### src/rtl/ftbp_pkg.sv
// Shared types and constants for the float truncation bit packer.
// No dependencies; every other file imports this package.
package ftbp_pkg;

    localparam int unsigned FLOAT_W  = 32;
    localparam int unsigned MANT_W   = 23;
    localparam int unsigned KEEP_MIN = 9;     // sign plus exponent
    localparam int unsigned BYTE_W   = 8;
    localparam int unsigned MKEEP_W  = 5;
    localparam int unsigned KEEP_W   = 6;     // 9..32
    localparam int unsigned CNT_W    = 6;     // 0..39 bits pending
    localparam int unsigned ACC_W    = FLOAT_W + BYTE_W;
    localparam int unsigned Q_DEPTH  = 4;
    localparam int unsigned Q_AW     = $clog2(Q_DEPTH);
    localparam int unsigned Q_CW     = $clog2(Q_DEPTH + 1);

    localparam logic [MKEEP_W-1:0] MKEEP_MAX = MKEEP_W'(MANT_W);

    // One classified float: kept bits left-aligned with low bits cleared.
    typedef struct packed {
        logic [FLOAT_W-1:0] kept;
        logic [KEEP_W-1:0]  keep;
        logic               last;
    } t_job;

endpackage

### src/rtl/ftbp_if.sv
// Valid/ready channel interfaces for the packer's input, output and config.
// Depends on ftbp_pkg for field widths.
interface ftbp_in_if
    import ftbp_pkg::*;
    ();
    logic               valid;
    logic               ready;
    logic [FLOAT_W-1:0] float_bits;
    logic               final_item;

    modport source (output valid, output float_bits, output final_item, input ready);
    modport sink   (input valid, input float_bits, input final_item, output ready);
endinterface

interface ftbp_out_if
    import ftbp_pkg::*;
    ();
    logic              valid;
    logic              ready;
    logic [BYTE_W-1:0] packed_byte;
    logic              end_of_stream;

    modport source (output valid, output packed_byte, output end_of_stream, input ready);
    modport sink   (input valid, input packed_byte, input end_of_stream, output ready);
endinterface

interface ftbp_cfg_if
    import ftbp_pkg::*;
    ();
    logic               valid;
    logic               ready;
    logic [MKEEP_W-1:0] mantissa_keep;

    modport source (output valid, output mantissa_keep, input ready);
    modport sink   (input valid, input mantissa_keep, output ready);
endinterface

### src/rtl/ftbp_front.sv
// Front end: holds the keep register, accepts floats and turns each into a
// job (masked kept bits, bit count, last flag). Depends on ftbp_pkg, ftbp_if.
module ftbp_front
    import ftbp_pkg::*;
(
    input  logic          i_clk,
    input  logic          i_rst_n,
    ftbp_in_if.sink       i_in,
    ftbp_cfg_if.sink      i_cfg,
    output logic          o_job_valid,
    output t_job          o_job,
    input  logic          i_job_ready
);

    logic [MKEEP_W-1:0] r_mkeep;
    logic               r_valid;
    t_job               r_job;
    logic [MKEEP_W-1:0] m_sat;
    logic [MKEEP_W-1:0] drop;
    t_job               n_job;

    assign i_cfg.ready = 1'b1;
    assign i_in.ready  = !r_valid || i_job_ready;

    always_comb begin
        m_sat      = (r_mkeep > MKEEP_MAX) ? MKEEP_MAX : r_mkeep;
        drop       = MKEEP_MAX - m_sat;
        n_job.kept = i_in.float_bits & ({FLOAT_W{1'b1}} << drop);
        n_job.keep = KEEP_W'(KEEP_MIN) + KEEP_W'(m_sat);
        n_job.last = i_in.final_item;
    end

    always_ff @(posedge i_clk) begin
        if (!i_rst_n) begin
            r_mkeep <= MKEEP_MAX;
            r_valid <= 1'b0;
        end else begin
            if (i_cfg.valid) begin
                r_mkeep <= i_cfg.mantissa_keep;
            end
            if (i_in.ready) begin
                r_valid <= i_in.valid;
            end
        end
    end

    always_ff @(posedge i_clk) begin
        if (i_in.valid && i_in.ready) begin
            r_job <= n_job;
        end
    end

    assign o_job_valid = r_valid;
    assign o_job       = r_job;

endmodule

### src/rtl/ftbp_queue.sv
// Small job FIFO between front and back ends, register storage.
// Depends on ftbp_pkg.
module ftbp_queue
    import ftbp_pkg::*;
(
    input  logic i_clk,
    input  logic i_rst_n,
    input  logic i_push,
    input  t_job i_job,
    output logic o_ready,
    output logic o_valid,
    output t_job o_job,
    input  logic i_pop
);

    t_job            r_mem [Q_DEPTH];
    logic [Q_AW-1:0] r_wr;
    logic [Q_AW-1:0] r_rd;
    logic [Q_CW-1:0] r_count;
    logic            do_push;
    logic            do_pop;

    assign o_ready = (r_count != Q_CW'(Q_DEPTH));
    assign o_valid = (r_count != '0);
    assign o_job   = r_mem[r_rd];
    assign do_push = i_push && o_ready;
    assign do_pop  = i_pop && o_valid;

    always_ff @(posedge i_clk) begin
        if (!i_rst_n) begin
            r_wr    <= '0;
            r_rd    <= '0;
            r_count <= '0;
        end else begin
            if (do_push) begin
                r_wr <= r_wr + Q_AW'(1);
            end
            if (do_pop) begin
                r_rd <= r_rd + Q_AW'(1);
            end
            if (do_push && !do_pop) begin
                r_count <= r_count + Q_CW'(1);
            end else if (do_pop && !do_push) begin
                r_count <= r_count - Q_CW'(1);
            end
        end
    end

    always_ff @(posedge i_clk) begin
        if (do_push) begin
            r_mem[r_wr] <= i_job;
        end
    end

`ifndef ASSERT_OFF
    a_count_bound: assert property (@(posedge i_clk) disable iff (!i_rst_n)
        r_count <= Q_CW'(Q_DEPTH))
        else $error("queue count past depth");
    a_pop_moves: assert property (@(posedge i_clk) disable iff (!i_rst_n)
        do_pop && !do_push |=> r_count == $past(r_count) - Q_CW'(1))
        else $error("queue pop lost");
`endif

endmodule

### src/rtl/ftbp_back.sv
// Back end: bit accumulator that splices jobs and, unless the receiver stalls,
// drains one byte per cycle into a registered output stage. Depends on ftbp_pkg, ftbp_if.
module ftbp_back
    import ftbp_pkg::*;
(
    input  logic      i_clk,
    input  logic      i_rst_n,
    input  logic      i_job_valid,
    input  t_job      i_job,
    output logic      o_job_pop,
    ftbp_out_if.source o_out
);

    logic [ACC_W-1:0]  r_acc;     // pending bits, MSB-aligned
    logic [CNT_W-1:0]  r_cnt;
    logic              r_last;
    logic              r_out_valid;
    logic [BYTE_W-1:0] r_out_byte;
    logic              r_out_eos;

    logic [ACC_W-1:0]  n_acc;
    logic [CNT_W-1:0]  n_cnt;
    logic              n_last;
    logic [ACC_W-1:0]  acc1;
    logic [CNT_W-1:0]  cnt1;
    logic              last1;
    logic              active;
    logic              out_free;
    logic              emit;
    logic [BYTE_W-1:0] emit_byte;
    logic              emit_eos;
    logic              done1;
    logic              pop;

    assign out_free = !r_out_valid || o_out.ready;
    assign active   = (r_cnt >= CNT_W'(BYTE_W)) || (r_last && r_cnt != '0);

    always_comb begin
        acc1      = r_acc;
        cnt1      = r_cnt;
        last1     = r_last;
        emit      = 1'b0;
        emit_byte = '0;
        emit_eos  = 1'b0;
        if (active && out_free) begin
            emit = 1'b1;
            if (r_cnt >= CNT_W'(BYTE_W)) begin
                emit_byte = r_acc[ACC_W-1 -: BYTE_W];
                acc1      = r_acc << BYTE_W;
                cnt1      = r_cnt - CNT_W'(BYTE_W);
                emit_eos  = r_last && (cnt1 == '0);
                if (emit_eos) begin
                    last1 = 1'b0;
                end
            end else begin
                // flush: leftover bits right-aligned in the final byte
                emit_byte = r_acc[ACC_W-1 -: BYTE_W] >> (4'(BYTE_W) - {1'b0, r_cnt[2:0]});
                emit_eos  = 1'b1;
                acc1      = '0;
                cnt1      = '0;
                last1     = 1'b0;
            end
        end
        done1 = !((cnt1 >= CNT_W'(BYTE_W)) || (last1 && cnt1 != '0));
        pop   = done1 && i_job_valid;
        n_acc  = acc1;
        n_cnt  = cnt1;
        n_last = last1;
        if (pop) begin
            // cnt1 is below one byte here
            n_acc  = acc1 | ({i_job.kept, {BYTE_W{1'b0}}} >> cnt1[2:0]);
            n_cnt  = cnt1 + CNT_W'(i_job.keep);
            n_last = i_job.last;
        end
    end

    always_ff @(posedge i_clk) begin
        if (!i_rst_n) begin
            r_acc       <= '0;
            r_cnt       <= '0;
            r_last      <= 1'b0;
            r_out_valid <= 1'b0;
        end else begin
            r_acc  <= n_acc;
            r_cnt  <= n_cnt;
            r_last <= n_last;
            if (out_free) begin
                r_out_valid <= emit;
            end
        end
    end

    always_ff @(posedge i_clk) begin
        if (emit) begin
            r_out_byte <= emit_byte;
            r_out_eos  <= emit_eos;
        end
    end

    assign o_job_pop           = pop;
    assign o_out.valid         = r_out_valid;
    assign o_out.packed_byte   = r_out_byte;
    assign o_out.end_of_stream = r_out_eos;

`ifndef ASSERT_OFF
    a_cnt_bound: assert property (@(posedge i_clk) disable iff (!i_rst_n)
        r_cnt <= CNT_W'(ACC_W - 1))
        else $error("accumulator count out of range");
    a_eos_clears: assert property (@(posedge i_clk) disable iff (!i_rst_n)
        emit && emit_eos && !pop |=> !r_last && r_cnt == '0)
        else $error("stream end left pending bits");
    a_idle_short: assert property (@(posedge i_clk) disable iff (!i_rst_n)
        !active |-> r_cnt < CNT_W'(BYTE_W) && (!r_last || r_cnt == '0))
        else $error("pending byte not drained");
`endif

endmodule

### src/rtl/float_truncate_bit_packer_unit.sv
// Float truncation bit packer, top level.
// Instantiates ftbp_front, ftbp_queue and ftbp_back; uses ftbp_pkg, ftbp_if.
//
// Usage:
//   i_in  : one float32 pattern per beat (float_bits, final_item).
//   o_out : packed stream, one byte per beat, MSB-first; end_of_stream marks
//           the last byte of a tensor (leftover bits right-aligned in it).
//   i_cfg : mantissa_keep write, always ready; write only while idle.
//           Values above 23 act as 23.
// Each float keeps 9+m bits, so it yields one to five bytes. The back end
// drains one byte per cycle while the receiver does not stall; the front
// accepts a beat every cycle until the four-entry job queue fills.
// A beat reaches the output through the front job register, a queue entry,
// the accumulator and the output register.
// Reset (synchronous, active low) empties the queue and held-over bits and
// sets mantissa_keep to 23. When the receiver stalls, the output register
// holds its byte, the back end waits, and the queue then the front fill up
// before i_in.ready drops.
module float_truncate_bit_packer_unit
    import ftbp_pkg::*;
(
    input  logic      i_clk,
    input  logic      i_rst_n,
    ftbp_in_if.sink    i_in,
    ftbp_cfg_if.sink   i_cfg,
    ftbp_out_if.source o_out
);

    logic f_valid;
    t_job f_job;
    logic q_ready;
    logic q_valid;
    t_job q_job;
    logic q_pop;

    ftbp_front u_front (
        .i_clk       (i_clk),
        .i_rst_n     (i_rst_n),
        .i_in        (i_in),
        .i_cfg       (i_cfg),
        .o_job_valid (f_valid),
        .o_job       (f_job),
        .i_job_ready (q_ready)
    );

    ftbp_queue u_queue (
        .i_clk   (i_clk),
        .i_rst_n (i_rst_n),
        .i_push  (f_valid),
        .i_job   (f_job),
        .o_ready (q_ready),
        .o_valid (q_valid),
        .o_job   (q_job),
        .i_pop   (q_pop)
    );

    ftbp_back u_back (
        .i_clk       (i_clk),
        .i_rst_n     (i_rst_n),
        .i_job_valid (q_valid),
        .i_job       (q_job),
        .o_job_pop   (q_pop),
        .o_out       (o_out)
    );

endmodule
### src/flat_wrapper.sv
// flat-port wrapper written by rule: the top's interface ports become plain ports
module float_truncate_bit_packer_unit_flat import ftbp_pkg::*;
  (i_clk, i_rst_n, i_in_valid, i_in_float_bits, i_in_final_item, i_in_ready, i_cfg_valid, i_cfg_mantissa_keep, i_cfg_ready, o_out_valid, o_out_packed_byte, o_out_end_of_stream, o_out_ready);
  ftbp_in_if i_in_i ();
  ftbp_cfg_if i_cfg_i ();
  ftbp_out_if o_out_i ();
  input  logic i_clk;
  input  logic i_rst_n;
  input wire logic [$bits(i_in_i.valid)-1:0] i_in_valid;
  input wire logic [$bits(i_in_i.float_bits)-1:0] i_in_float_bits;
  input wire logic [$bits(i_in_i.final_item)-1:0] i_in_final_item;
  output wire logic [$bits(i_in_i.ready)-1:0] i_in_ready;
  input wire logic [$bits(i_cfg_i.valid)-1:0] i_cfg_valid;
  input wire logic [$bits(i_cfg_i.mantissa_keep)-1:0] i_cfg_mantissa_keep;
  output wire logic [$bits(i_cfg_i.ready)-1:0] i_cfg_ready;
  output wire logic [$bits(o_out_i.valid)-1:0] o_out_valid;
  output wire logic [$bits(o_out_i.packed_byte)-1:0] o_out_packed_byte;
  output wire logic [$bits(o_out_i.end_of_stream)-1:0] o_out_end_of_stream;
  input wire logic [$bits(o_out_i.ready)-1:0] o_out_ready;
  assign i_in_i.valid = i_in_valid;
  assign i_in_i.float_bits = i_in_float_bits;
  assign i_in_i.final_item = i_in_final_item;
  assign i_in_ready = i_in_i.ready;
  assign i_cfg_i.valid = i_cfg_valid;
  assign i_cfg_i.mantissa_keep = i_cfg_mantissa_keep;
  assign i_cfg_ready = i_cfg_i.ready;
  assign o_out_valid = o_out_i.valid;
  assign o_out_packed_byte = o_out_i.packed_byte;
  assign o_out_end_of_stream = o_out_i.end_of_stream;
  assign o_out_i.ready = o_out_ready;
  float_truncate_bit_packer_unit u_core (.i_clk(i_clk), .i_rst_n(i_rst_n), .i_in(i_in_i), .i_cfg(i_cfg_i), .o_out(o_out_i));
endmodule
### config.mk
export PLATFORM = sky130hd
export DESIGN_NAME = float_truncate_bit_packer_unit_flat
export DESIGN_NICKNAME = d
export VERILOG_FILES = /design/src/rtl/ftbp_pkg.sv /design/src/rtl/ftbp_if.sv /design/src/rtl/ftbp_front.sv /design/src/rtl/ftbp_queue.sv /design/src/rtl/ftbp_back.sv /design/src/rtl/float_truncate_bit_packer_unit.sv /design/src/flat_wrapper.sv
export SDC_FILE = /design/constraint.sdc
export NUM_CORES = 1
export LEC_CHECK = 0
export BUFFER_PORTS_ARGS = -buffer_cell sky130_fd_sc_hd__buf_2
export CORE_MARGIN = 4
export CORE_UTILIZATION = 50
export CTS_CLUSTER_DIAMETER = 100
export CTS_CLUSTER_SIZE = 30
export DETAILED_ROUTE_END_ITERATION = 10
export HOLD_SLACK_MARGIN = 0.12
export PLACE_DENSITY = 0.67
export SYNTH_ARGS = -nofsm -noshare
export SYNTH_HDL_FRONTEND = slang
export SYNTH_SLANG_ARGS = --single-unit
### constraint.sdc
create_clock -name i_clk -period 4 [get_ports i_clk]
set_input_delay 0.4 -clock i_clk [delete_from_list [all_inputs] [get_ports i_clk]]
set_output_delay 0.4 -clock i_clk [all_outputs]
set_load 0.1 [all_outputs]
**Word-level counts from Yosys, hierarchy flattened**

Memory sizes are Yosys's and may differ from the RTL's. A register that Yosys moved wholly into a read port is not among the register bits.
Index checks and enable logic that the tools add are counted.

- Add/subtract/negate cells: 9
- $lt $le $gt $ge: 3
- Equal/unequal tests: 1
- Shifts and indexed selects: 3
- Muxes and demuxes: 20
- Bitwise gates (word level): 2
- Reductions and logical operators: 24

Operators with widths:

| operator | count |
|---|---|
| 40-bit 2-to-1 mux | 3 |
| 40-bit bitwise OR | 1 |
| 40-bit by 3-bit right shift with 40-bit output | 1 |
| 32-bit AND | 1 |
| 32-bit by 5-bit left shift with 32-bit output (first input constant) | 1 |
| 6-bit 2-to-1 mux | 3 |
| 6-bit by 4-bit greater-or-equal comparator with 1-bit output (second input constant) | 2 |
| 6-bit nonzero test | 2 |
| 1-bit logical AND | 10 |
| 1-bit 2-to-1 mux | 8 |
| 8-bit 2-to-1 mux | 1 |
| 8-bit by 4-bit right shift with 8-bit output | 1 |
| 4-bit by 5-bit adder with 6-bit output (first input constant) | 1 |
| 6-bit adder | 1 |
| 6-bit zero test | 1 |
| 3-bit 2-to-1 mux | 2 |
| 6-bit by 4-bit subtractor with 6-bit output (second input constant) | 1 |
| 5-bit greater-than comparator (second input constant) | 1 |
| 1-bit zero test | 5 |
| 5-bit 2-to-1 mux | 1 |
| 5-bit subtractor (first input constant) | 1 |
| 2-bit by 1-bit adder with 2-bit output (second input constant) | 2 |
| 1-bit logical OR | 4 |
| 2-bit 2-to-1 mux | 2 |
| other kinds (6) | 6 |

- Register bits: 109
- Bits in writable memories: 156
- Bits of input ports: 43
- Logic and storage cells: 77
- Memories kept: 1

Memories:

| name | words | bits a word | read ports | clocked after memory_dff | write ports | line | source |
|---|---|---|---|---|---|---|---|
| u_core.u_queue.r_mem | 4 | 39 | 1 | 1 | 1 | ftbp_queue.sv:16 | `t_job r_mem [Q_DEPTH];` |

**Depth between registers and ports, before layout**

Gate-level depths: netlist of run 1.

- Depth in word-level cells: 14
- Mapped depth: 16
- Depth with buffers taken out: 13

**Modules after synthesis**

Synthesis of run 1 repeated with hierarchy kept, for this count alone.

- Cell total of the unflattened synthesis: 926
- Area total of the unflattened synthesis: 12,211.7 sq um

Modules (own cells, without submodules):

| module | instances | cells each | area each (sq um) | seq. area each (sq um) |
|---|---|---|---|---|
| ftbp_queue | 1 | 251 | 6,097.1 | 4,864.7 |
| ftbp_back | 1 | 533 | 4,139.0 | 1,231.2 |
| ftbp_front | 1 | 142 | 1,975.6 | 1,291.2 |

**Least setup slack after synthesis of run 1**

OpenSTA, ideal clock, no wires.

- Kind: reg2reg
- Start point: reg u_core.u_back.r_out_valid, in the netlist u_core.u_back.o_out.valid
- End point: reg u_core.u_queue.r_count[2]
- Library setup time: 0.071 ns
- Arrival: 3.361 ns
- Setup slack: 0.569 ns
- Stages on the path, launching flop included: 12
- Path buffers: 2
- Period minus slack after synthesis: 3.431 ns
- Cell sequence: dfxtp_1 > nor2b_1 > buf_2 > o21ai_1 > a221oi_4 > o21ai_2 > buf_6 > ha_1 > fa_1 > xnor2_1 > or3_1 > a21oi_1

- Cells in the longest elaborated chain, start to end: 13
- Elaborated cells between the ends (all ways): 17
- Those cells by class: order compare: 1; mux: 3; reduce/logical: 13

Ends and longest elaborated chain:

| what | line | source |
|---|---|---|
| start: declaration | ftbp_back.sv:17 | `logic r_out_valid;` |
| start signal: assignment | ftbp_back.sv:88 | `r_out_valid <= emit;` |
| 1-bit zero test (*) | ftbp_back.sv:35 | `assign out_free = !r_out_valid \|\| o_out.ready;` |
| 1-bit logical OR (*) | ftbp_back.sv:35 |  |
| 1-bit logical AND (*) | ftbp_back.sv:45 | `if (active && out_free) begin` |
| branches (longest 3 deep; another with 6-bit by 4-bit greater-or-equal comparator with 1-bit output) | -- |  |
| 1-bit logical OR (*) | ftbp_back.sv:64 | `done1 = !((cnt1 >= CNT_W'(BYTE_W)) \|\| (last1 && cnt1 != '0));` |
| 1-bit zero test (*) | ftbp_back.sv:64 |  |
| 1-bit logical AND (*) | ftbp_back.sv:65 | `pop = done1 && i_job_valid;` |
| 1-bit logical AND (*) | ftbp_queue.sv:27 | `assign do_pop = i_pop && o_valid;` |
| 1-bit zero test | ftbp_queue.sv:41 | `if (do_push && !do_pop) begin` |
| 1-bit logical AND | ftbp_queue.sv:41 |  |
| 3-bit 2-to-1 mux or 2-bit nonzero test (tied branches) | -- |  |
| end signal: assignment | ftbp_queue.sv:42 | `r_count <= r_count + Q_CW'(1);` |
| end signal: assignment | ftbp_queue.sv:44 | `r_count <= r_count - Q_CW'(1);` |
| end: declaration | ftbp_queue.sv:19 | `logic [Q_CW-1:0] r_count;` |

Mark *: on every way between the ends.
A chain may end at the register's enable or synchronous reset.

**Worst setup path after layout of run 1**

- Start point: reg u_core.u_back.r_cnt[0]
- End point: reg u_core.u_queue.r_count[2]

- Cells in the longest elaborated chain, start to end: 14
- Elaborated cells between the ends (all ways): 25
- Those cells by class: add/sub: 1; order compare: 2; mux: 6; reduce/logical: 16

Ends and longest elaborated chain:

| what | line | source |
|---|---|---|
| start: declaration | ftbp_back.sv:15 | `logic [CNT_W-1:0] r_cnt;` |
| start signal: assignment | ftbp_back.sv:85 | `r_cnt <= n_cnt;` |
| branches (longest 7 deep; another with 6-bit by 4-bit subtractor with 6-bit output) | -- |  |
| 1-bit logical OR (*) | ftbp_back.sv:64 |  |
| 1-bit zero test (*) | ftbp_back.sv:64 |  |
| 1-bit logical AND (*) | ftbp_back.sv:65 |  |
| 1-bit logical AND (*) | ftbp_queue.sv:27 |  |
| 1-bit zero test | ftbp_queue.sv:41 |  |
| 1-bit logical AND | ftbp_queue.sv:41 |  |
| 3-bit 2-to-1 mux or 2-bit nonzero test (tied branches) | -- |  |

Marked as above.

==> results by group, run 1 <==
Synth
  – Largest area contributor in the netlist: edfxtp_1
  – Synth unique cells: 73
  – Post-synth EDFFs: 204
  – Sequential-to-total area share from yosys stat: slightly above 60%
  – Post-Synth Adder-Cell Area: 2.061%
  – Mux cell area share after synthesis: a little under a tenth
  – Ys async rst share: 0%
  – Simple-gate portion of the synthesized area: 7.638%
  – Synth Area in Compound Gates: about 16%
  – Synth warn: 0
  – Top_reg_cell synth: edfxtp_1
  – Syn avg cell area: between 10 and 15 sq um
  – Synth top cells by count: edfxtp_1, nor2_1, dfxtp_1
  – Main combinational cell family by area after synthesis: compound AO/OA/AOI/OAI gates
  – Synth Net Count: 979
  – Synth Area in XOR/XNOR: less than 1%
  – Post-Syn Instances: around 920
  – #FFs+latches synth: between 200 and 300
  – Proportion of netlist area held by the largest area contributor: about half
  – Most numerous cell in the Yosys netlist: edfxtp_1
  – Synth area leaders: edfxtp_1, dfxtp_1, mux4_2, nor2_1, a22oi_1
  – Post-Syn Area: about 12000 sq um

Final layout
  – Post-layout util: between 50% and 60%
  – Share of layout cells above drive strength 1: 16.03%
  – Area Growth Syn to Fin: 7.885%
  – Final net count: roughly 1000
  – Ant. Diodes: 0
  – Fin cells: between 1000 and 1500

Routing
  – Routed Wire Length: 25410 microns
  – Vias per cell: between 5 and 6
  – WL/cell: ~20 microns
  – Post-route ant nets: 0
  – Remaining DRCs: 0
  – Via Count: 7515
  – Drt first pass iters: 4
  – Initial DRC count: a little under 900

Pwr
  – Max VDD drop: around 0.45 mV
  – Power per Cell Area: a little under 700 nW/um^2
  – Pleak: between 4 and 5 nW

Clocking
  – CTS Root Cell: clkbuf_16
  – # hold bufs at CTS: 6
  – Resize count post-CTS: 0
  – # Post-CTS Setup Buffers: 0
  – Max Buffers Root-to-Sink: 3
  – CTS tree: yes
  – H-tree depth: 1
  – CTS Buf Count: 13
  – Reg clk slew, reported paths: 0.10 ns
  – Clock latency on the worst-skew pair: between 0.4 and 0.5 ns
  – CTS Sinks: between 200 and 300

Setup path
  – Required @ worst endpoint: between 4 and 5 ns
  – Reg2Reg Depth: 12
  – Type of element capturing the critical path: flop
  – Worst-path maximum fanout: 12
  – CP arrival: 3.69 ns
  – CP Launch Type: flop
  – WS Path Type: reg2reg

Global route
  – First-pass GRT wire length: between 40000 and 50000 microns
  – Initial antenna violation count: 0
  – Overflow after GRT: 0
  – Largest net degree at the start of global routing: between 50 and 60
  – GRT Overall Usage: approximately a fifth
  – Number of global-route vias before repair: around 7300

Die
  – FP Rows: 56
  – Core area: roughly 24000 sq um
  – Die area: ~27000 sq um
  – Die Y: roughly 160 microns
  – DIE WIDTH: around 160 microns
  – IO Pins: 55
  – Initial Utilization: between 50% and 60%

Timing
  – Unrepaired setup endpoints after global routing: no
  – Rel. slew slack: approximately 29%
  – Final setup violation count: 0
  – PnR worst setup slack: around 0.73 ns
  – Final worst-path cycle share: 81.87%
  – Fmax: 0.3054 GHz
  – Setup tns final: 0 ns
  – Hold_ws: roughly 0.16 ns
  – Final count of pins violating max slew: 0
  – Fin crit period: roughly 3.3 ns
  – Worst-Margin Slew: 1.072 ns
  – Clk_skew: approximately 0.017 ns
  – Final hold violation count: 0

Placement
  – Post-place setup slack: 0.7612 ns
  – Gpl congestion: roughly 0.87
  – Detailed placement HPWL: approximately 17000 microns
  – Port Buffers: 53
  – Inst Count DP: approximately 1200

Status
  – Status: finished clean

Job
  – Max-cap viol count: 0

Worst hold path
  – Hold Path Class: in2reg
  – Hold path depth: 3
final timing paths:
check | slack, ns | from | endpoint
worst max-delay path | 0.73 | u_core.u_back.r_cnt[0]$_SDFF_PN0_ | u_core.u_queue.r_count[2]$_SDFFE_PN0P_
worst min-delay path | 0.16 | i_cfg_mantissa_keep[3] | u_core.u_front.r_mkeep[3]$_SDFFE_PN0P_
worst max register to register | 0.73 | u_core.u_back.r_cnt[0]$_SDFF_PN0_ | u_core.u_queue.r_count[2]$_SDFFE_PN0P_
worst min register to register | 0.49 | u_core.u_back.r_acc[3]$_SDFF_PN0_ | u_core.u_back.r_acc[3]$_SDFF_PN0_
stage by stage:
stage	cell area, sq um	power [W]
2_1_floorplan	12140	0.006551
3_3_place_gp	12650	0.007376
3_5_place_dp	12650	0.007408
4_1_cts	13100	0.008883
5_1_grt	13100	0.009389
6_report	13100	0.008873
cells in the final DEF (no fill, tap or decap), types with 22 or more instances in the layout:
| cell type | count |
|---|---|
| a21o_1 | 27 |
| nand2_1 | 34 |
| o22a_1 | 25 |
| o21ai_0 | 55 |
| buf_2 | 53 |
| inv_1 | 24 |
| mux4_2 | 41 |
| edfxtp_1 | 204 |
| o311ai_1 | 22 |
| nor2_1 | 94 |
| a22oi_1 | 39 |
| dfxtp_1 | 61 |
| a21oi_1 | 28 |
final cells by class:
type / count / area, sq um
fill: 1995 / 10590
sequential: 267 / 7390
multi-input combinational: 560 / 4378
timing repair buffer: 74 / 450.4
tap: 319 / 399.1
clock buffer: 18 / 344.1
inverter: 26 / 97.59
clock inverter: 3 / 37.54
metal layers:
layer,track usage (%),up-vias,wire length [microns]
met5,0,-,0
met4,3.774,0,335
met3,2.585,29,1144
met2,30.12,182,12100
met1,28.04,3721,11830
li1,-,3583,-
kinds of logic after synthesis:
family | after synthesis
xor+xnor | 8
mux | 59
fa+ha+maj | 19
compound gates | 277
buf+inv | 91
simple gates | 196
flops | 267
other cells | 1
registers in the layout, summed over array words and instances (netlist names), named ones only:
register and cells:
u_core.u_back.o_out.packed_byte 8, u_core.u_back.r_acc 40, u_core.u_front.o_job_valid 1, u_core.u_front.r_mkeep 5, u_core.u_back.o_out.valid 1, u_core.u_queue.r_mem 156, u_core.u_back.o_out.end_of_stream 1, u_core.u_back.r_cnt 6
u_core.u_front.o_job 39, u_core.u_queue.r_wr 2, u_core.u_back.r_last 1, u_core.u_queue.r_rd 2, u_core.u_queue.r_count 3
report_power, final:
group / internal [W] / switching (W)
Sequential: 0.00337 / 0.000220
Clock: 0.000635 / 0.000856
Combinational: 0.00130 / 0.00250
critical path: stages, from the launching register on:
cell     delay, ns
dfxtp_1       0.32
inv_1         0.19
ha_1          0.47
nor2b_1       0.36
and4_1        0.30
a211o_1       0.17
o21ai_2       0.05
buf_4         0.18
ha_1          0.22
fa_1          0.38
xnor2_1       0.14
or3_1         0.30
a21oi_1       0.13
Power figures use the tool's default switching activity.
==> run 2, diff against run 1 <==
Clock period 4 ns to 3.1 ns, I/O delays scaled along.
==> results by group, run 2 (same netlist as run 1, synthesis figures left out) <==
Setup path
  – Worst-path maximum fanout: 6 (-6)
  – Reg-to-reg critical path startpoint: u_core.u_back.r_cnt[1]$_SDFF_PN0_
  – Slowest CP cell: dfxtp_1
  – Required @ worst endpoint: 3.51 ns (-0.90 ns)
  – Reg2Reg Depth: 13 (+1)
  – Type of element capturing the critical path: flop
  – Cell chain of the critical path: clkinv_2 > ha_1 > nand2b_1 > nand4_1 > nand2_2 > inv_1 > ha_1 > a21o_1 > a21o_1 > nor2_1 > or3_1 > a32o_1 > a311oi_2
  – Critical path's top delay family: simple AND/OR/NAND/NOR gates
  – Reg2reg end: u_core.u_back.r_cnt[5]$_SDFF_PN0_
  – Reg2Reg Setup Slack: 0.36 ns (-0.37 ns)
  – Biggest cell delay along the critical path: 0.36 ns (-0.11 ns)
  – CP Buf/Inv Count: 2 (unchanged)
  – WS Path Type: reg2reg
  – CP Launch Type: flop
  – CP arrival: 3.15 ns (-0.54 ns)

Final layout
  – Finished Cell Area: 13520 sq um (+3.2%)
  – Commonest non-fill, non-tap cell in the layout: edfxtp_1
  – Final net count: 1045 (+4.2%)
  – Share of layout cells above drive strength 1: 18.48% (+2.5 points)
  – Largest register by flop count: u_core.u_queue.r_mem
  – Area Growth Syn to Fin: 11.35%
  – Most frequent cells in the layout: edfxtp_1, nor2_1, dfxtp_1, o21ai_0, buf_2
  – Ant. Diodes: 0 (unchanged)
  – Max FFs per register: 156 (unchanged)

Global route
  – Largest net degree at the start of global routing: 52 (+2.0%)
  – Initial antenna violation count: 0 (unchanged)
  – GRT Overall Usage: 19.43% (+0.59 points)
  – Overflow after GRT: 0 (unchanged)
  – First-pass GRT wire length: 41340 microns (+3.0%)
  – Number of global-route vias before repair: 7346 (+0.36%)

Routing
  – Via Count: 7676 (+2.1%)
  – Vias per cell: 5.864 (-1.1%)
  – Drt first pass iters: 5 (+1)
  – Initial DRC count: 747 (-16%)
  – DR WL met3: 1095 microns (-4.3%)
  – Met2 wire length: 12280 microns (+1.5%)
  – Post-route ant nets: 0 (unchanged)
  – Routed met1 length: 12070 microns (+2.0%)
  – Routed Wire Length: 25860 microns (+1.8%)
  – Remaining DRCs: 0 (unchanged)
  – Highest metal used: met4
  – WL/cell: 19.76 microns (-1.5%)

Clocking
  – H-tree depth: 1 (unchanged)
  – Reg clk slew, reported paths: 0.11 ns (about the same)
  – CTS Root Cell: clkbuf_16
  – # Post-CTS Setup Buffers: 0 (unchanged)
  – # hold bufs at CTS: 17 (+11)
  – CTS Buf Count: 13 (unchanged)
  – CTS tree: yes
  – Clock latency on the worst-skew pair: 0.49 ns (about the same)
  – Resize count post-CTS: 0 (unchanged)
  – CTS Sinks: 267 (unchanged)
  – Max Buffers Root-to-Sink: 3 (unchanged)

Worst hold path
  – Hold Path Class: in2reg
  – Hold path startpoint: i_in_float_bits[8]
  – Hold endpoint: u_core.u_front.o_job[15]$_DFFE_PP_
  – Hold path depth: 2 (-1)

Timing
  – Fin crit period: 2.741 ns (-0.5341 ns)
  – Fmax: 0.3649 GHz (+19%)
  – Unrepaired setup endpoints after global routing: no
  – Hold_ws: 0.1416 ns (-0.01527 ns)
  – Final hold violation count: 0 (unchanged)
  – Final setup violation count: 0 (unchanged)
  – PnR worst setup slack: 0.3595 ns (-0.3659 ns)
  – Rel. slew slack: 53.78% (+25 points)
  – Final worst-path cycle share: 88.40% (+6.5 points)
  – Worst-Margin Slew: 0.6926 ns (-0.3797 ns)
  – Final count of pins violating max slew: 0 (unchanged)
  – Clk_skew: 0.03412 ns (+0.01762 ns)

Job
  – Max-cap viol count: 0 (unchanged)

Pwr
  – Max VDD drop: 0.6060 mV (+34%)
  – Tot Pwr: 0.01175 W (+32%)
  – Power per Cell Area: 869.0 nW/um^2 (+28%)
  – Pleak: 4.675 nW (+4.8%)

Status
  – Status: finished clean

Die
  – Core area: 23680 sq um (unchanged)
  – DIE WIDTH: 163.8 microns (unchanged)
  – Initial Utilization: 51.26% (unchanged)
  – Die Y: 163.8 microns (unchanged)
  – IO Pins: 55 (unchanged)
  – Die area: 26840 sq um (unchanged)
  – FP Rows: 56 (unchanged)

Placement
  – Detailed placement HPWL: 17820 microns (+6.5%)
  – Post-place setup slack: 0.3818 ns (-0.3794 ns)
  – Gpl congestion: 0.9188 (+5.6%)
  – Port Buffers: 53 (unchanged)
  – Placed cell area: 12940 sq um (+2.3%)
## run 2: cell types whose count changed in the layout (fill, tap and decap cells not counted), sizes merged
cell,previous run,this run
clkbuf,18,19
inv,27,25
dlygate4sd3,6,19
clkinv,2,3
buf,68,97
## run 2: power by group
group	internal, W	switching, W
clock network	0.000817	0.00107
registers	0.00434	0.000267
logic	0.00196	0.00329
## run 2: worst reg2reg max path, cell delays in order (launching register included)
cell and delay, ns:
dfxtp_1 0.36, clkinv_2 0.06, ha_1 0.20, nand2b_1 0.13
nand4_1 0.19, nand2_2 0.21, inv_1 0.07, ha_1 0.28
a21o_1 0.10, a21o_1 0.14, nor2_1 0.06, or3_1 0.36
a32o_1 0.27, a311oi_2 0.22
## run 2: metrics by stage
| stage | util, % | setup TNS (ns) | instances |
|---|---|---|---|
| floorplan | - | -0.01107 | 918 |
| global placement | 54.64 | 0 | 1269 |
| detailed placement | 54.64 | 0 | 1269 |
| CTS | 56.99 | 0 | 1307 |
| global route | 57.07 | 0 | 1309 |
| finish | 57.07 | 0 | 1309 |
## run 2: area by class of cell
class	count	area [sq um]
tap	319	399.1
clock inverter	2	38.79
clock buffer	19	347.8
fill	1965	10170
inverter	26	98.84
multi-input combinational	560	4380
sequential	267	7391
timing repair buffer	116	860.8
## run 2: layer usage
layer,vias to the layer above,GRT usage [%]
li1,3677,-
met3,25,1.932
met2,191,30.95
met1,3783,29.55
met5,-,0
met4,0,3.851
## run 2: how the worst max path moves through the flow
stage / startpoint / end / depth (start not counted) / slack [ns]
floorplan: u_core.u_back.o_out.valid$_SDFFE_PN0N_ / u_core.u_queue.r_count[2]$_SDFFE_PN0P_ / 11 / -0.01
global placement: o_out_ready / u_core.u_back.r_cnt[5]$_SDFF_PN0_ / 12 / 0.42
detailed placement: u_core.u_back.r_cnt[1]$_SDFF_PN0_ / u_core.u_back.r_cnt[5]$_SDFF_PN0_ / 13 / 0.38
CTS: u_core.u_back.r_cnt[4]$_SDFF_PN0_ / u_core.u_queue.r_count[2]$_SDFFE_PN0P_ / 11 / 0.35
global route: u_core.u_back.r_cnt[1]$_SDFF_PN0_ / u_core.u_back.r_cnt[5]$_SDFF_PN0_ / 13 / 0.13
finish: u_core.u_back.r_cnt[1]$_SDFF_PN0_ / u_core.u_back.r_cnt[5]$_SDFF_PN0_ / 13 / 0.36
==> run 3, diff against run 2 <==
Clock period 3.1 ns to 3 ns, I/O delays scaled along.
==> results by group, run 3 (same netlist as run 1, synthesis figures left out) <==
Setup path
  – Required @ worst endpoint: 3.40 ns (-0.11 ns)
  – WS Path Type: reg2reg
  – Reg2Reg Depth: 13 (unchanged)
  – Biggest cell delay along the critical path: 0.37 ns (about the same)
  – Slowest CP cell: dfxtp_1
  – Critical Path Sink: u_core.u_back.r_cnt[5]$_SDFF_PN0_
  – Cell chain of the critical path: clkinv_2 > ha_1 > nand2b_1 > nand4_1 > nand2_4 > inv_1 > ha_1 > a21o_1 > a21o_1 > nor2_1 > or3_1 > a32o_1 > a311oi_2
  – CP Launch Type: flop
  – Reg-to-reg critical path startpoint: u_core.u_back.r_cnt[1]$_SDFF_PN0_
  – Reg2Reg Setup Slack: 0.21 ns (-0.15 ns)
  – CP Buf/Inv Count: 2 (unchanged)
  – Worst-path maximum fanout: 6 (unchanged)
  – CP arrival: 3.19 ns (+0.04 ns)
  – CP Launch Point: u_core.u_back.r_cnt[1]$_SDFF_PN0_
  – Levels on crit path: 13 (unchanged)
  – Critical path's top delay family: simple AND/OR/NAND/NOR gates
  – Reg2reg end: u_core.u_back.r_cnt[5]$_SDFF_PN0_
  – Type of element capturing the critical path: flop

Worst hold path
  – Hold path startpoint: i_in_float_bits[1]
  – Hold Path Class: in2reg

Clocking
  – Max Buffers Root-to-Sink: 3 (unchanged)
  – Reg clk slew, reported paths: 0.11 ns (about the same)
  – Clock latency on the worst-skew pair: 0.49 ns (about the same)
  – CTS Sinks: 267 (unchanged)
  – H-tree depth: 1 (unchanged)
  – CTS Root Cell: clkbuf_16
  – CTS Buf Count: 13 (unchanged)
  – CTS tree: yes
  – # Post-CTS Setup Buffers: 0 (unchanged)

Timing
  – Fmax: 0.3584 GHz (-1.8%)
  – Worst-Margin Slew: 0.6531 ns (-0.03950 ns)
  – Final count of pins violating max slew: 0 (unchanged)
  – Final hold violation count: 0 (unchanged)
  – Fin crit period: 2.791 ns (+0.04999 ns)
  – Final setup violation count: 0 (unchanged)
  – Setup tns final: 0 ns (unchanged)
  – Final worst-path cycle share: 93.02% (+4.6 points)
  – Clk_skew: 0.02667 ns (-0.007457 ns)
  – Rel. slew slack: 55.77% (+2.0 points)
  – Unrepaired setup endpoints after global routing: no

Global route
  – Largest net degree at the start of global routing: 52 (unchanged)
  – First-pass GRT wire length: 41110 microns (-0.57%)
  – Overflow after GRT: 0 (unchanged)
  – Met1 Usage GRT: 29.02% (-0.52 points)
  – Met3 usage: 2.384% (+0.45 points)
  – GR met2 Demand/Resource: 30.51% (-0.43 points)
  – Initial antenna violation count: 0 (unchanged)
  – GRT Overall Usage: 19.34% (-0.099 points)
  – Number of global-route vias before repair: 7424 (+1.1%)
  – GR peak layer: met2

Die
  – Die area: 26840 sq um (unchanged)
  – DIE WIDTH: 163.8 microns (unchanged)
  – IO Pins: 55 (unchanged)
  – Core area: 23680 sq um (unchanged)
  – FP Rows: 56 (unchanged)
  – Die Y: 163.8 microns (unchanged)
  – Initial Utilization: 51.26% (unchanged)

Pwr
  – Pleak: 4.660 nW (-0.32%)
  – Power per Cell Area: 896.7 nW/um^2 (+3.2%)
  – Max VDD drop: 0.6624 mV (+9.3%)

Job
  – Max-cap viol count: 0 (unchanged)

Final layout
  – Most frequent cells in the layout: edfxtp_1, nor2_1, dfxtp_1, o21ai_0, buf_2
  – Commonest non-fill, non-tap cell in the layout: edfxtp_1
  – Area Growth Syn to Fin: 11.31% (about the same)
  – Final net count: 1041 (-0.38%)
  – Ant. Diodes: 0 (unchanged)
  – Fin cells: 1305 (-0.31%)
  – Max FFs per register: 156 (unchanged)
  – Largest register by flop count: u_core.u_queue.r_mem
  – Fillcell total: 1956 (-0.46%)
  – Share of layout cells above drive strength 1: 17.85% (-0.63 points)

Routing
  – Routed Wire Length: 25620 microns (-0.95%)
  – Post-route ant nets: 0 (unchanged)
  – WL/cell: 19.63 microns (-0.65%)
  – Initial DRC count: 924 (+24%)
  – Remaining DRCs: 0 (unchanged)
  – Vias per cell: 5.903 (+0.67%)
  – Via Count: 7704 (+0.36%)
  – Drt first pass iters: 5 (unchanged)

Placement
  – Gpl congestion: 0.8589 (-6.5%)
  – Inst Count DP: 1261 (-0.63%)
  – Port Buffers: 53 (unchanged)
  – Detailed placement HPWL: 17210 microns (-3.4%)

Status
  – Status: finished clean
==> run 3: per-layer routing <==
metal	vias up	wire length [microns]
met5	-	0
met4	0	498
met2	192	12040
li1	3672	-
met3	36	1113
met1	3804	11970
==> run 3: through the flow <==
| stage | hold WS (ns) | area (sq um) | total power (W) | utilization [%] | setup WS (ns) |
|---|---|---|---|---|---|
| floorplan | 0.3989 | 12170 | 0.008760 | - | 0.006056 |
| global placement | 0.4605 | 12900 | 0.01015 | 54.47 | 0.3121 |
| detailed placement | 0.4690 | 12900 | 0.01019 | 54.47 | 0.2054 |
| CTS | 0.1200 | 13480 | 0.01215 | 56.93 | 0.1807 |
| global route | 0.1221 | 13510 | 0.01287 | 57.05 | 0.007393 |
| finish | 0.1382 | 13510 | 0.01212 | 57.05 | 0.2095 |
==> run 3: worst min path at each step <==
stage	endpoint	depth (start not counted)	slack [ns]
finish	u_core.u_front.o_job[8]$_DFFE_PP_	2	0.14
floorplan	u_core.u_front.o_job[0]$_DFFE_PP_	0	0.40
CTS	u_core.u_front.o_job[13]$_DFFE_PP_	2	0.12
detailed placement	u_core.u_front.r_mkeep[0]$_SDFFE_PN1P_	2	0.47
global placement	u_core.u_front.r_mkeep[0]$_SDFFE_PN1P_	2	0.46
global route	u_core.u_front.o_job[12]$_DFFE_PP_	2	0.12
==> run 3: repair_timing <==
action                    CTS  global route
hold endpoints to repair   20             3
hold buffers               20             3
resized for setup           0             0
==> run 3: power breakdown <==
part,internal [W],total (W),switching (W)
clock,0.000843,0.00195,0.00111
sequential,0.00449,0.00476,0.000265
combinational,0.00199,0.00541,0.00342
total,0.00732,0.0121,0.00479
==> run 3: layout make-up <==
class	instances	area [sq um]	share of cell area [%]
flip-flops and latches	267	7393	54.72
multi-input cells	560	4385	32.46
repair buffers	112	853.3	6.315
well taps	319	399.1	2.954
clock buffers	18	344.1	2.547
inverters	26	98.84	0.7315
clock inverters	3	37.54	0.2778
